==> src/rtl/swmm_pkg.sv <==
// Package for the sliding-window minimum and maximum block.
// Holds the sample type and the default window depth; depends on nothing.
package swmm_pkg;

  localparam int unsigned DATA_W     = 32;
  localparam int unsigned WINDOW_DEF = 64;

  typedef logic [DATA_W-1:0] data_t;

endpackage

==> src/rtl/swmm_in_if.sv <==
// Input stream interface: one sample per beat.
// Depends on swmm_pkg for the sample type.
interface swmm_in_if;
  import swmm_pkg::*;

  logic  valid;
  logic  ready;
  data_t sample;

  modport source (output valid, output sample, input ready);
  modport sink   (input valid, input sample, output ready);
endinterface

==> src/rtl/swmm_out_if.sv <==
// Result stream interface: window minimum and maximum per beat.
// Depends on swmm_pkg for the sample type.
interface swmm_out_if;
  import swmm_pkg::*;

  logic  valid;
  logic  ready;
  data_t current_min;
  data_t current_max;

  modport source (output valid, output current_min, output current_max, input ready);
  modport sink   (input valid, input current_min, input current_max, output ready);
endinterface

==> src/rtl/swmm_ram.sv <==
// Sample ring storage: one write port and one read port, read data registered.
// Depends on swmm_pkg for the sample type.
module swmm_ram #(
  parameter int unsigned DEPTH = swmm_pkg::WINDOW_DEF,
  parameter int unsigned AW    = $clog2(DEPTH)
) (
  input  logic            clk_i,
  input  logic            we_i,
  input  logic [AW-1:0]   waddr_i,
  input  swmm_pkg::data_t wdata_i,
  input  logic            re_i,
  input  logic [AW-1:0]   raddr_i,
  output swmm_pkg::data_t rdata_o
);
  import swmm_pkg::*;

  data_t mem [DEPTH];
  data_t rdata_q;

  always_ff @(posedge clk_i) begin
    if (we_i) begin
      mem[waddr_i] <= wdata_i;
    end
    if (re_i) begin
      rdata_q <= mem[raddr_i];
    end
  end

  assign rdata_o = rdata_q;

endmodule

==> src/rtl/sliding_window_min_max.sv <==
// Sliding-window minimum and maximum over the last WINDOW samples.
// Each accepted sample evicts the oldest ring entry and the result is pushed out;
// when the evicted sample was an extreme, the single read port first rescans the whole
// ring. One item at a time: no new sample is taken until the last result is pushed.
// Reset clears the index, extremes and fill flag; the ring memory is not swept,
// entries not yet written read as zero through the fill flag and write index.
module sliding_window_min_max #(
  parameter int unsigned WINDOW = swmm_pkg::WINDOW_DEF
) (
  input logic       clk_i,
  input logic       rst_ni,
  swmm_in_if.sink   in_i,
  swmm_out_if.source out_o
);
  import swmm_pkg::*;

  localparam int unsigned AW = $clog2(WINDOW);

  typedef enum logic [2:0] {
    ST_IDLE,
    ST_EVICT,
    ST_SCAN,
    ST_DRAIN,
    ST_PUSH
  } state_e;

  state_e        state_q;
  logic [AW-1:0] wr_idx_q;
  logic          full_q;
  logic [AW-1:0] scan_addr_q;
  logic          rd_vld_q;
  logic [AW-1:0] rd_idx_q;
  data_t         sample_q;
  data_t         held_min_q;
  data_t         held_max_q;
  logic          out_vld_q;
  data_t         out_min_q;
  data_t         out_max_q;

  logic          in_fire;
  logic          push_fire;
  logic          ram_we;
  logic          ram_re;
  logic [AW-1:0] ram_raddr;
  data_t         ram_rdata;
  data_t         evicted;
  data_t         new_min;
  data_t         new_max;
  logic          need_scan;
  data_t         scan_val;
  logic          wr_last;

  assign in_fire   = in_i.valid && in_i.ready;
  assign in_i.ready = (state_q == ST_IDLE);
  assign push_fire = (state_q == ST_PUSH) && (!out_vld_q || out_o.ready);

  assign ram_we    = (state_q == ST_EVICT);
  assign ram_re    = in_fire || (state_q == ST_SCAN);
  assign ram_raddr = (state_q == ST_SCAN) ? scan_addr_q : wr_idx_q;

  swmm_ram #(
    .DEPTH (WINDOW),
    .AW    (AW)
  ) u_ram (
    .clk_i   (clk_i),
    .we_i    (ram_we),
    .waddr_i (wr_idx_q),
    .wdata_i (sample_q),
    .re_i    (ram_re),
    .raddr_i (ram_raddr),
    .rdata_o (ram_rdata)
  );

  // Until the ring has wrapped once, the entry under the write index was never written.
  assign evicted   = full_q ? ram_rdata : '0;
  assign new_min   = (sample_q < held_min_q) ? sample_q : held_min_q;
  assign new_max   = (sample_q > held_max_q) ? sample_q : held_max_q;
  assign need_scan = (new_min == evicted) || (new_max == evicted);
  assign wr_last   = (wr_idx_q == AW'(WINDOW - 1));

  // During a rescan the index and fill flag have already advanced past the new sample.
  assign scan_val  = (full_q || (rd_idx_q < wr_idx_q)) ? ram_rdata : '0;

  always_ff @(posedge clk_i or negedge rst_ni) begin
    if (!rst_ni) begin
      state_q     <= ST_IDLE;
      wr_idx_q    <= '0;
      full_q      <= 1'b0;
      scan_addr_q <= '0;
      rd_vld_q    <= 1'b0;
      rd_idx_q    <= '0;
      sample_q    <= '0;
      held_min_q  <= '0;
      held_max_q  <= '0;
      out_vld_q   <= 1'b0;
      out_min_q   <= '0;
      out_max_q   <= '0;
    end else begin
      rd_vld_q <= (state_q == ST_SCAN);
      rd_idx_q <= scan_addr_q;

      if (push_fire) begin
        out_vld_q <= 1'b1;
        out_min_q <= held_min_q;
        out_max_q <= held_max_q;
      end else if (out_vld_q && out_o.ready) begin
        out_vld_q <= 1'b0;
      end

      if (rd_vld_q) begin
        if (scan_val < held_min_q) held_min_q <= scan_val;
        if (scan_val > held_max_q) held_max_q <= scan_val;
      end

      unique case (state_q)
        ST_IDLE: begin
          if (in_fire) begin
            sample_q <= in_i.sample;
            state_q  <= ST_EVICT;
          end
        end
        ST_EVICT: begin
          wr_idx_q <= wr_last ? '0 : wr_idx_q + 1'b1;
          if (wr_last) full_q <= 1'b1;
          if (need_scan) begin
            held_min_q  <= '1;
            held_max_q  <= '0;
            scan_addr_q <= '0;
            state_q     <= ST_SCAN;
          end else begin
            held_min_q <= new_min;
            held_max_q <= new_max;
            state_q    <= ST_PUSH;
          end
        end
        ST_SCAN: begin
          if (scan_addr_q == AW'(WINDOW - 1)) begin
            state_q <= ST_DRAIN;
          end else begin
            scan_addr_q <= scan_addr_q + 1'b1;
          end
        end
        ST_DRAIN: begin
          state_q <= ST_PUSH;
        end
        ST_PUSH: begin
          if (push_fire) begin
            state_q <= ST_IDLE;
          end
        end
        default: state_q <= ST_IDLE;
      endcase
    end
  end

  assign out_o.valid       = out_vld_q;
  assign out_o.current_min = out_min_q;
  assign out_o.current_max = out_max_q;

  a_out_ordered: assert property (@(posedge clk_i) disable iff (!rst_ni)
    out_o.valid |-> (out_o.current_min <= out_o.current_max))
    else $error("result beat carries minimum above maximum");

  a_accept_evict: assert property (@(posedge clk_i) disable iff (!rst_ni)
    in_fire |=> (state_q == ST_EVICT))
    else $error("accepted beat did not move to the eviction step");

  a_scan_complete: assert property (@(posedge clk_i) disable iff (!rst_ni)
    (state_q == ST_DRAIN) |-> (rd_vld_q && (rd_idx_q == AW'(WINDOW - 1))))
    else $error("rescan ended before the last ring entry was read");

endmodule
==> src/flat_wrapper.sv <==
// flat-port wrapper written by rule: the top's interface ports become plain ports
module sliding_window_min_max_flat import swmm_pkg::*;
#(
  parameter int unsigned WINDOW = swmm_pkg::WINDOW_DEF
)
  (clk_i, rst_ni, in_i_valid, in_i_sample, in_i_ready, out_o_valid, out_o_current_min, out_o_current_max, out_o_ready);
  swmm_in_if in_i_i ();
  swmm_out_if out_o_i ();
  input logic clk_i;
  input logic rst_ni;
  input wire logic [$bits(in_i_i.valid)-1:0] in_i_valid;
  input wire logic [$bits(in_i_i.sample)-1:0] in_i_sample;
  output wire logic [$bits(in_i_i.ready)-1:0] in_i_ready;
  output wire logic [$bits(out_o_i.valid)-1:0] out_o_valid;
  output wire logic [$bits(out_o_i.current_min)-1:0] out_o_current_min;
  output wire logic [$bits(out_o_i.current_max)-1:0] out_o_current_max;
  input wire logic [$bits(out_o_i.ready)-1:0] out_o_ready;
  assign in_i_i.valid = in_i_valid;
  assign in_i_i.sample = in_i_sample;
  assign in_i_ready = in_i_i.ready;
  assign out_o_valid = out_o_i.valid;
  assign out_o_current_min = out_o_i.current_min;
  assign out_o_current_max = out_o_i.current_max;
  assign out_o_i.ready = out_o_ready;
  sliding_window_min_max #(.WINDOW(WINDOW)) u_core (.clk_i(clk_i), .rst_ni(rst_ni), .in_i(in_i_i), .out_o(out_o_i));
endmodule
==> config.mk <==
export PLATFORM = sky130hd
export DESIGN_NAME = sliding_window_min_max_flat
export DESIGN_NICKNAME = d
export VERILOG_FILES = /design/src/rtl/swmm_pkg.sv /design/src/rtl/swmm_in_if.sv /design/src/rtl/swmm_out_if.sv /design/src/rtl/swmm_ram.sv /design/src/rtl/sliding_window_min_max.sv /design/src/flat_wrapper.sv
export SDC_FILE = /design/constraint.sdc
export NUM_CORES = 2
export LEC_CHECK = 0
export BUFFER_PORTS_ARGS = -buffer_cell sky130_fd_sc_hd__buf_2
export CAP_MARGIN = 30
export CORE_MARGIN = 5
export CORE_UTILIZATION = 35
export CTS_CLUSTER_DIAMETER = 100
export DETAILED_ROUTE_END_ITERATION = 12
export PLACE_DENSITY = 0.51
export SLEW_MARGIN = 20
export SYNTH_ARGS = -nofsm -noshare
export SYNTH_HDL_FRONTEND = slang
export SYNTH_SLANG_ARGS = --single-unit
==> constraint.sdc <==
create_clock -name clk_i -period 6 [get_ports clk_i]
set_clock_uncertainty 0.05 [all_clocks]
set_input_delay 1.2 -clock clk_i [delete_from_list [all_inputs] [get_ports clk_i]]
set_output_delay 1.2 -clock clk_i [all_outputs]
set_load 0.01 [all_outputs]
# ---- After elaboration in Yosys (flattened, before gate mapping)
# Memories as Yosys holds them, arrays and structs flattened. A register that Yosys moved wholly into a read port is not among the register bits.
# Cells that the tools add are included.
dict set report word_totals {
  wordCells 79
  output_inout_bits 66
  n_memories 1
  inputBits 36
  ramBits 2048
  reg_bits 184
}
# memory depth width read_ports rd_clocked_by_memory_dff wr line
set memory_table {}
lappend memory_table {u_core.u_ram.mem 64 32 1 1 1 swmm_ram.sv:17} ;# data_t mem [DEPTH];
dict set report op_classes {
  n_reduce_logical 20
  eq_ne 13
  mux 26
  order_cmp 5
  n_addsub 2
}
# cell count
set ops {}
lappend ops {{$mux W32} 12}
lappend ops {{$eq A32 B32 Y1} 2}
lappend ops {{$gt A32 B32 Y1} 2}
lappend ops {{$lt A32 B32 Y1} 2}
lappend ops {{$mux W6} 4}
lappend ops {{$pmux W3 S5} 1}
lappend ops {{$add A6 B1 Y6 const B} 2}
lappend ops {{$eq A6 B6 Y1 const B} 2}
lappend ops {{$mux W3} 4}
lappend ops {{$pmux W6 S2} 1}
lappend ops {{$reduce_bool A2 Y1} 5}
lappend ops {{$ne A2 B2 Y1 const B} 4}
lappend ops {{$reduce_and A2 Y1} 4}
lappend ops {{$eq A3 B2 Y1 const B} 2}
lappend ops {{$lt A6 B6 Y1} 1}
lappend ops {{$reduce_and A3 Y1} 2}
lappend ops {{$logic_or A1 B1 Y1} 4}
lappend ops {{$mux W1} 4}
lappend ops {{$eq A3 B1 Y1 const B} 1}
lappend ops {{$eq A3 B3 Y1 const B} 1}
lappend ops {{$logic_and A1 B1 Y1} 3}
lappend ops {{$logic_not A3 Y1} 1}
lappend ops {{$ne A2 B1 Y1 const B} 1}
lappend ops {{$logic_not A1 Y1} 1}

# ---- Depth between registers and ports, before layout
dict set report depth {
  ltp_word 7
  mapped_depth 22
  mapped_depth_nobuf 19
}

# ---- Modules after synthesis
# From an unflattened synthesis, not the netlist that was laid out.
dict set report hier_totals {
  hier_cells 4925
  hier_area_um2 92170.9
}
# module seq_area_each_um2 cells_per_inst area_per_inst_um2 instances
set by_module_without_submodules {}
lappend by_module_without_submodules {swmm_ram 62459.9 3324 78835.6 1}
lappend by_module_without_submodules {sliding_window_min_max 4604.4 1601 13335.3 1}

# ---- Least setup slack after synthesis
# No wires, ideal clock.
dict set report synth_timing {
  path_type {register -> register}
  start {reg u_core.full_q}
  end {reg u_core.held_min_q[30]}
  synth_period_minus_slack_ns 4.363
  t_arrival_ns 4.241
  path_stages_with_launch 21
  setup_ns 0.072
  slack_ns 1.637
  t_required_ns 5.878
  n_path_buf 4
  path_cell_list {dfrtp_1 -> buf_2 -> clkbuf_1 -> clkbuf_1 -> nor2b_1 -> a31oi_1 -> o21ai_1 -> nor2_1 -> ha_1 -> a21o_1 -> a21o_1 -> a21oi_1 -> o21bai_1 -> a221o_1 -> a221oi_1 -> o211ai_1 -> a41o_1 -> nor3_1 -> clkbuf_1 -> a222oi_1 -> nand2_1}
}
dict set report synth_between {
  elab_chain_len 5
  elab_cells_between_ends 13
  classes_between {1 x order compare; 2 x eq/ne; 6 x mux; 4 x reduce/logical}
}
# element line
set synth_lines {}
lappend synth_lines {{start: declaration} sliding_window_min_max.sv:29} ;# logic full_q;
lappend synth_lines {{start signal: assignment} sliding_window_min_max.sv:88} ;# full_q <= 1'b0;
lappend synth_lines {{start signal: assignment} sliding_window_min_max.sv:124} ;# if (wr_last) full_q <= 1'b1;
lappend synth_lines {{$logic_or A1 B1 Y1 / $mux W32 (equally long branches)} {sliding_window_min_max.sv:82, sliding_window_min_max.sv:75}}
lappend synth_lines {{$mux W32 / $eq A32 B32 Y1 (equally long branches)} {sliding_window_min_max.sv:82, sliding_window_min_max.sv:78}}
lappend synth_lines {{$lt A32 B32 Y1 (tied with other cells)} sliding_window_min_max.sv:111} ;# if (scan_val < held_min_q) held_min_q <= scan_val;
lappend synth_lines {{$reduce_bool A2 Y1 (no line) (tied with other cells)} --}
lappend synth_lines {{$reduce_and A2 Y1 (no line) / $mux W32 (equally long branches)} --}
lappend synth_lines {{end signal: assignment} sliding_window_min_max.sv:111}
lappend synth_lines {{end signal: assignment} sliding_window_min_max.sv:131} ;# held_min_q <= new_min;
lappend synth_lines {{end: declaration} sliding_window_min_max.sv:34} ;# data_t held_min_q;
# Several ways; a longest one is shown, not always the timed one. The select of a mux whose other input is x is not followed.
# A chain may end at the register's enable or synchronous reset.

# ---- Worst setup path in the final report
dict set report layout_timing {
  start {reg u_core.wr_idx_q[1]}
  end {reg u_core.held_max_q[28]}
}
dict set report layout_between {
  elab_chain_len 6
  elab_cells_between_ends 9
  classes_between {2 x order compare; 4 x mux; 3 x reduce/logical}
}
# element line
set layout_lines {}
lappend layout_lines {{start: declaration} sliding_window_min_max.sv:28} ;# logic [AW-1:0] wr_idx_q;
lappend layout_lines {{start signal: assignment} sliding_window_min_max.sv:123} ;# wr_idx_q <= wr_last ? '0 : wr_idx_q + 1'b1;
lappend layout_lines {{$lt A6 B6 Y1 *} sliding_window_min_max.sv:82} ;# assign scan_val = (full_q || (rd_idx_q < wr_idx_q)) ? ram_rdata : '0;
lappend layout_lines {{$logic_or A1 B1 Y1 *} sliding_window_min_max.sv:82}
lappend layout_lines {{$mux W32 *} sliding_window_min_max.sv:82}
lappend layout_lines {{$gt A32 B32 Y1 / $mux W32 (equally long branches)} sliding_window_min_max.sv:112} ;# if (scan_val > held_max_q) held_max_q <= scan_val;
lappend layout_lines {{$reduce_bool A2 Y1 (no line) / $mux W32 (equally long branches)} --}
lappend layout_lines {{$reduce_and A2 Y1 (no line) / $mux W32 (equally long branches)} --}
lappend layout_lines {{end signal: assignment} sliding_window_min_max.sv:112}
lappend layout_lines {{end signal: assignment} sliding_window_min_max.sv:132} ;# held_max_q <= new_max;
lappend layout_lines {{end: declaration} sliding_window_min_max.sv:35} ;# data_t held_max_q;
# Every way passes the cells marked *; elsewhere a longest branch is shown, timed or not. The select of a mux whose other input is x is not followed.

==> summary.txt <==
Synth
  • Number of flops mapped to enable cells by yosys: 2080
  • Top post-synthesis cells by area: edfxtp_1 66%, nand2_1 8.9%, dfrtp_1 4.9%
  • Post-synth top cells: 2235 x nand2_1, 2080 x edfxtp_1, 551 x nand3_1
  • Count leader, synth: nand2_1
  • Prevailing post-synth register cell: edfxtp_1
  • Netlist Area Pre-Place: 0.0946 sq mm
  • Avg Inst Size Synth: 12.4 sq um
  • Sequential share of the synthesized area: 0.709
  • Syn Nets: 7783
  • Yosys top cell area share: 0.660
  • Syn Inst Count: 7614
  • Async SR Flop Fraction: 0.0813
  • Area leader, netlist: edfxtp_1
  • #FFs+latches synth: approximately 2300
  • YS warnings: 0
  • Count of different cell masters after synthesis: 72

STA
  • RSZ-0062 raised after global routing: no
  • Setup TNS: 0 ns
  • Tcrit/Tclk final: 0.879
  • # setup viols final: 0
  • Min Tclk post-route: 5.28 ns
  • Max_slew headroom: 0.290
  • Hold Violations, Final: 0
  • Worst slew pin tran: 1.07 ns
  • Max Fclk: 190 MHz
  • Final Slew Violations: 0

Clock tree
  • CTS Hold Buffers Added: 0
  • Clk sink count: 2264
  • H-tree Lvls: 4
  • Clock latency on the worst-skew pair: 0.89 ns
  • CTS tree: yes
  • Clock Path Buffers: 3
  • Post-CTS setup buffers: 0
  • CTS buffer count: approximately 230
  • Reg clk slew, reported paths: 0.06 ns
  • Clock root buffer: clkbuf_16
  • Post_cts resized: 0

Setup path
  • Worst Setup Start Kind: flip-flop
  • Worst Path Arrival: between 5 and 6 ns
  • WS Path Type: flip-flop to flip-flop
  • Worst Setup End Kind: flip-flop
  • CP max FO: 18
  • Worst R2R Path Depth: 20
  • Required time worst endpoint: 6.67 ns

Floorplanning
  • Core region area: approximately 0.27 sq mm
  • Ports: 102
  • DIE WIDTH: 530 um
  • Cell row count: 190
  • Starting Density: 0.352
  • Die Footprint: 0.281 sq mm
  • Die height: 530 um

Final layout
  • Area grow syn2layout: 14.7%
  • Layout Cell Area excl Fill: between 0.1 and 0.15 sq mm
  • Fin nets: 7902
  • Non-Filler Instances: about 11000
  • Share of cells above drive strength 1: 0.109
  • Fill cell count: 25300

Placed design
  • Port Buffers: ~100
  • Final Wtd Congestion: around 0.93
  • Placed Cells: 11000
  • Area of placed instances: 0.101 sq mm
  • Post-DP HPWL: ~180000 um

GRT
  • First-pass GRT wire length: 444000 um
  • Initial antenna violation count: 17
  • Aggregate global-route resource usage: 0.215
  • Number of global-route vias before repair: just over 60000
  • Largest net degree at the start of global routing: 131
  • Grt ovf: 0

Power and ir drop
  • Peak VDD IR: 0.000366 V
  • Cell Pwr Density: 548 mW/mm^2
  • Total power draw: ~60 mW
  • Leak: around 38 nW

Drt
  • WL/cell: 27.0 um
  • Post-route DRC violation count: 0
  • Final ANT Viol Nets: 0
  • TritonRoute pass-1 iters: 10
  • Vias per cell: 5.58
  • DR iter-0 viols: 7513
  • Vias: 64100
  • Drt total wl: 310000 um

Hold path
  • Worst hold path type: primary input to asynchronous set/reset pin

Run
  • Maxcap violations: 0

Status
  • Status: finished, final reports clean
==> area by class of cell <==
cell class	instances	area [sq um]	share of cell area
inverter	100	375	0.00346
antenna	8	20.0	0.000185
multi-input combinational	4725	25700	0.237
clock buffer	301	6180	0.0570
timing repair buffer	409	3650	0.0336
sequential	2264	67100	0.619
clock inverter	120	957	0.00882
tap	3552	4440	0.0410
==> state kept, by name, indices dropped and copies added (netlist names) <==
| name | flops |
|---|---|
| u_core.u_ram.rdata_o | 32 |
| u_core.rd_idx_q | 6 |
| u_core.u_ram.mem | 2048 |
| u_core.held_max_q | 32 |
| u_core.full_q | 1 |
| u_core.out_o.valid | 1 |
| u_core.rd_vld_q | 1 |
| u_core.wr_idx_q | 6 |
| u_core.out_o.current_max | 32 |
| u_core.state_q | 3 |
| u_core.scan_addr_q | 6 |
| u_core.held_min_q | 32 |
| u_core.out_o.current_min | 32 |
| u_core.sample_q | 32 |
==> worst max-delay path, stage by stage (launching register included) <==
cell and delay [ns]:
dfrtp_1 0.43, inv_1 0.11, ha_1 0.30, a21o_1 0.16, a21o_1 0.19, a21oi_1 0.22
o21a_1 0.63, and2_1 0.28, ha_1 0.25, nor2b_1 0.14, o21a_1 0.16, o21a_1 0.16
o21a_1 0.17, o21a_1 0.16, o21ai_0 0.20, a21bo_2 0.19, a31oi_1 0.19, and3_1 0.44
buf_6 0.25, and2_1 0.16, a221o_1 0.26
==> path summary, 6_finish.rpt <==
check / end / start / slack (ns)
worst max-delay path: u_core.held_max_q[28] / u_core.wr_idx_q[1] / 0.72
worst min-delay path: u_core.sample_q[22] / rst_ni / 0.31
worst max register to register: u_core.held_max_q[28] / u_core.wr_idx_q[1] / 0.72
worst min register to register: u_core.out_o.current_min[25] / u_core.out_o.current_min[25] / 0.42
max in group asynchronous: u_core.sample_q[27] / rst_ni / 4.20
min in group clk_i: u_core.out_o.current_min[25] / u_core.out_o.current_min[25] / 0.42
==> power breakdown <==
part	leakage, nW	internal [mW]	switching (mW)
Sequential	21.1	20.5	1.62
Clock	3.47	7.59	6.15
Combinational	13.5	6.73	16.9
==> cell usage in the layout, fill, tap and decap left out, types with 17 or more instances in the layout <==
| cell | netlist | final |
|---|---|---|
| nand2_1 | 2235 | 2234 |
| edfxtp_1 | 2080 | 2080 |
| nand3_1 | 551 | 550 |
| a311oi_1 | 384 | 384 |
| and3_1 | 264 | 264 |
| buf_4 | 0 | 239 |
| clkbuf_16 | 0 | 236 |
| a21oi_1 | 193 | 189 |
| a31oi_1 | 154 | 154 |
| dfrtp_1 | 184 | 151 |
| o21ai_0 | 145 | 145 |
| ha_1 | 133 | 133 |
| buf_2 | 9 | 102 |
| inv_1 | 98 | 98 |
| a211oi_1 | 98 | 98 |
| nor2_1 | 141 | 76 |
| nor2_4 | 1 | 65 |
| clkbuf_1 | 478 | 62 |
| clkinv_1 | 0 | 53 |
| buf_12 | 0 | 53 |
| and2_1 | 51 | 50 |
| a221o_1 | 37 | 37 |
| clkinv_2 | 0 | 36 |
| nand4_1 | 26 | 26 |
| mux2_2 | 25 | 25 |
| nor3_1 | 23 | 23 |
| a21o_1 | 23 | 22 |
| a222oi_1 | 21 | 21 |
| dfrtp_2 | 0 | 21 |
| o22ai_1 | 20 | 20 |
| o211ai_1 | 18 | 18 |
| nor2b_1 | 17 | 17 |
| nor4_1 | 17 | 17 |
==> routing by layer <==
layer,global-route usage,up-vias,part of all wire
met4,0.0731,0,0.036
met2,0.334,2491,0.45
met1,0.308,32600,0.44
met5,0,-,0
met3,0.0341,480,0.074
li1,-,28500,-
==> kinds of logic after synthesis <==
family          after synthesis  synth area share
compound gates             1173            0.0896
xor+xnor                     27           0.00250
fa+ha+maj                   133            0.0176
flops                      2264             0.709
buf+inv                     625            0.0252
mux                          35           0.00403
simple gates               3357             0.152
==> per-stage QoR <==
stage	worst slack, ns	hold slack (ns)	utilization
4_1_cts	0.709	0.260	0.403
2_1_floorplan	1.64	0.370	-
3_5_place_dp	0.779	0.415	0.377
3_3_place_gp	0.776	0.409	0.376
6_report	0.724	0.310	0.404
5_1_grt	0.487	0.320	0.404
Note: power is estimated with default switching activity, not from simulation.
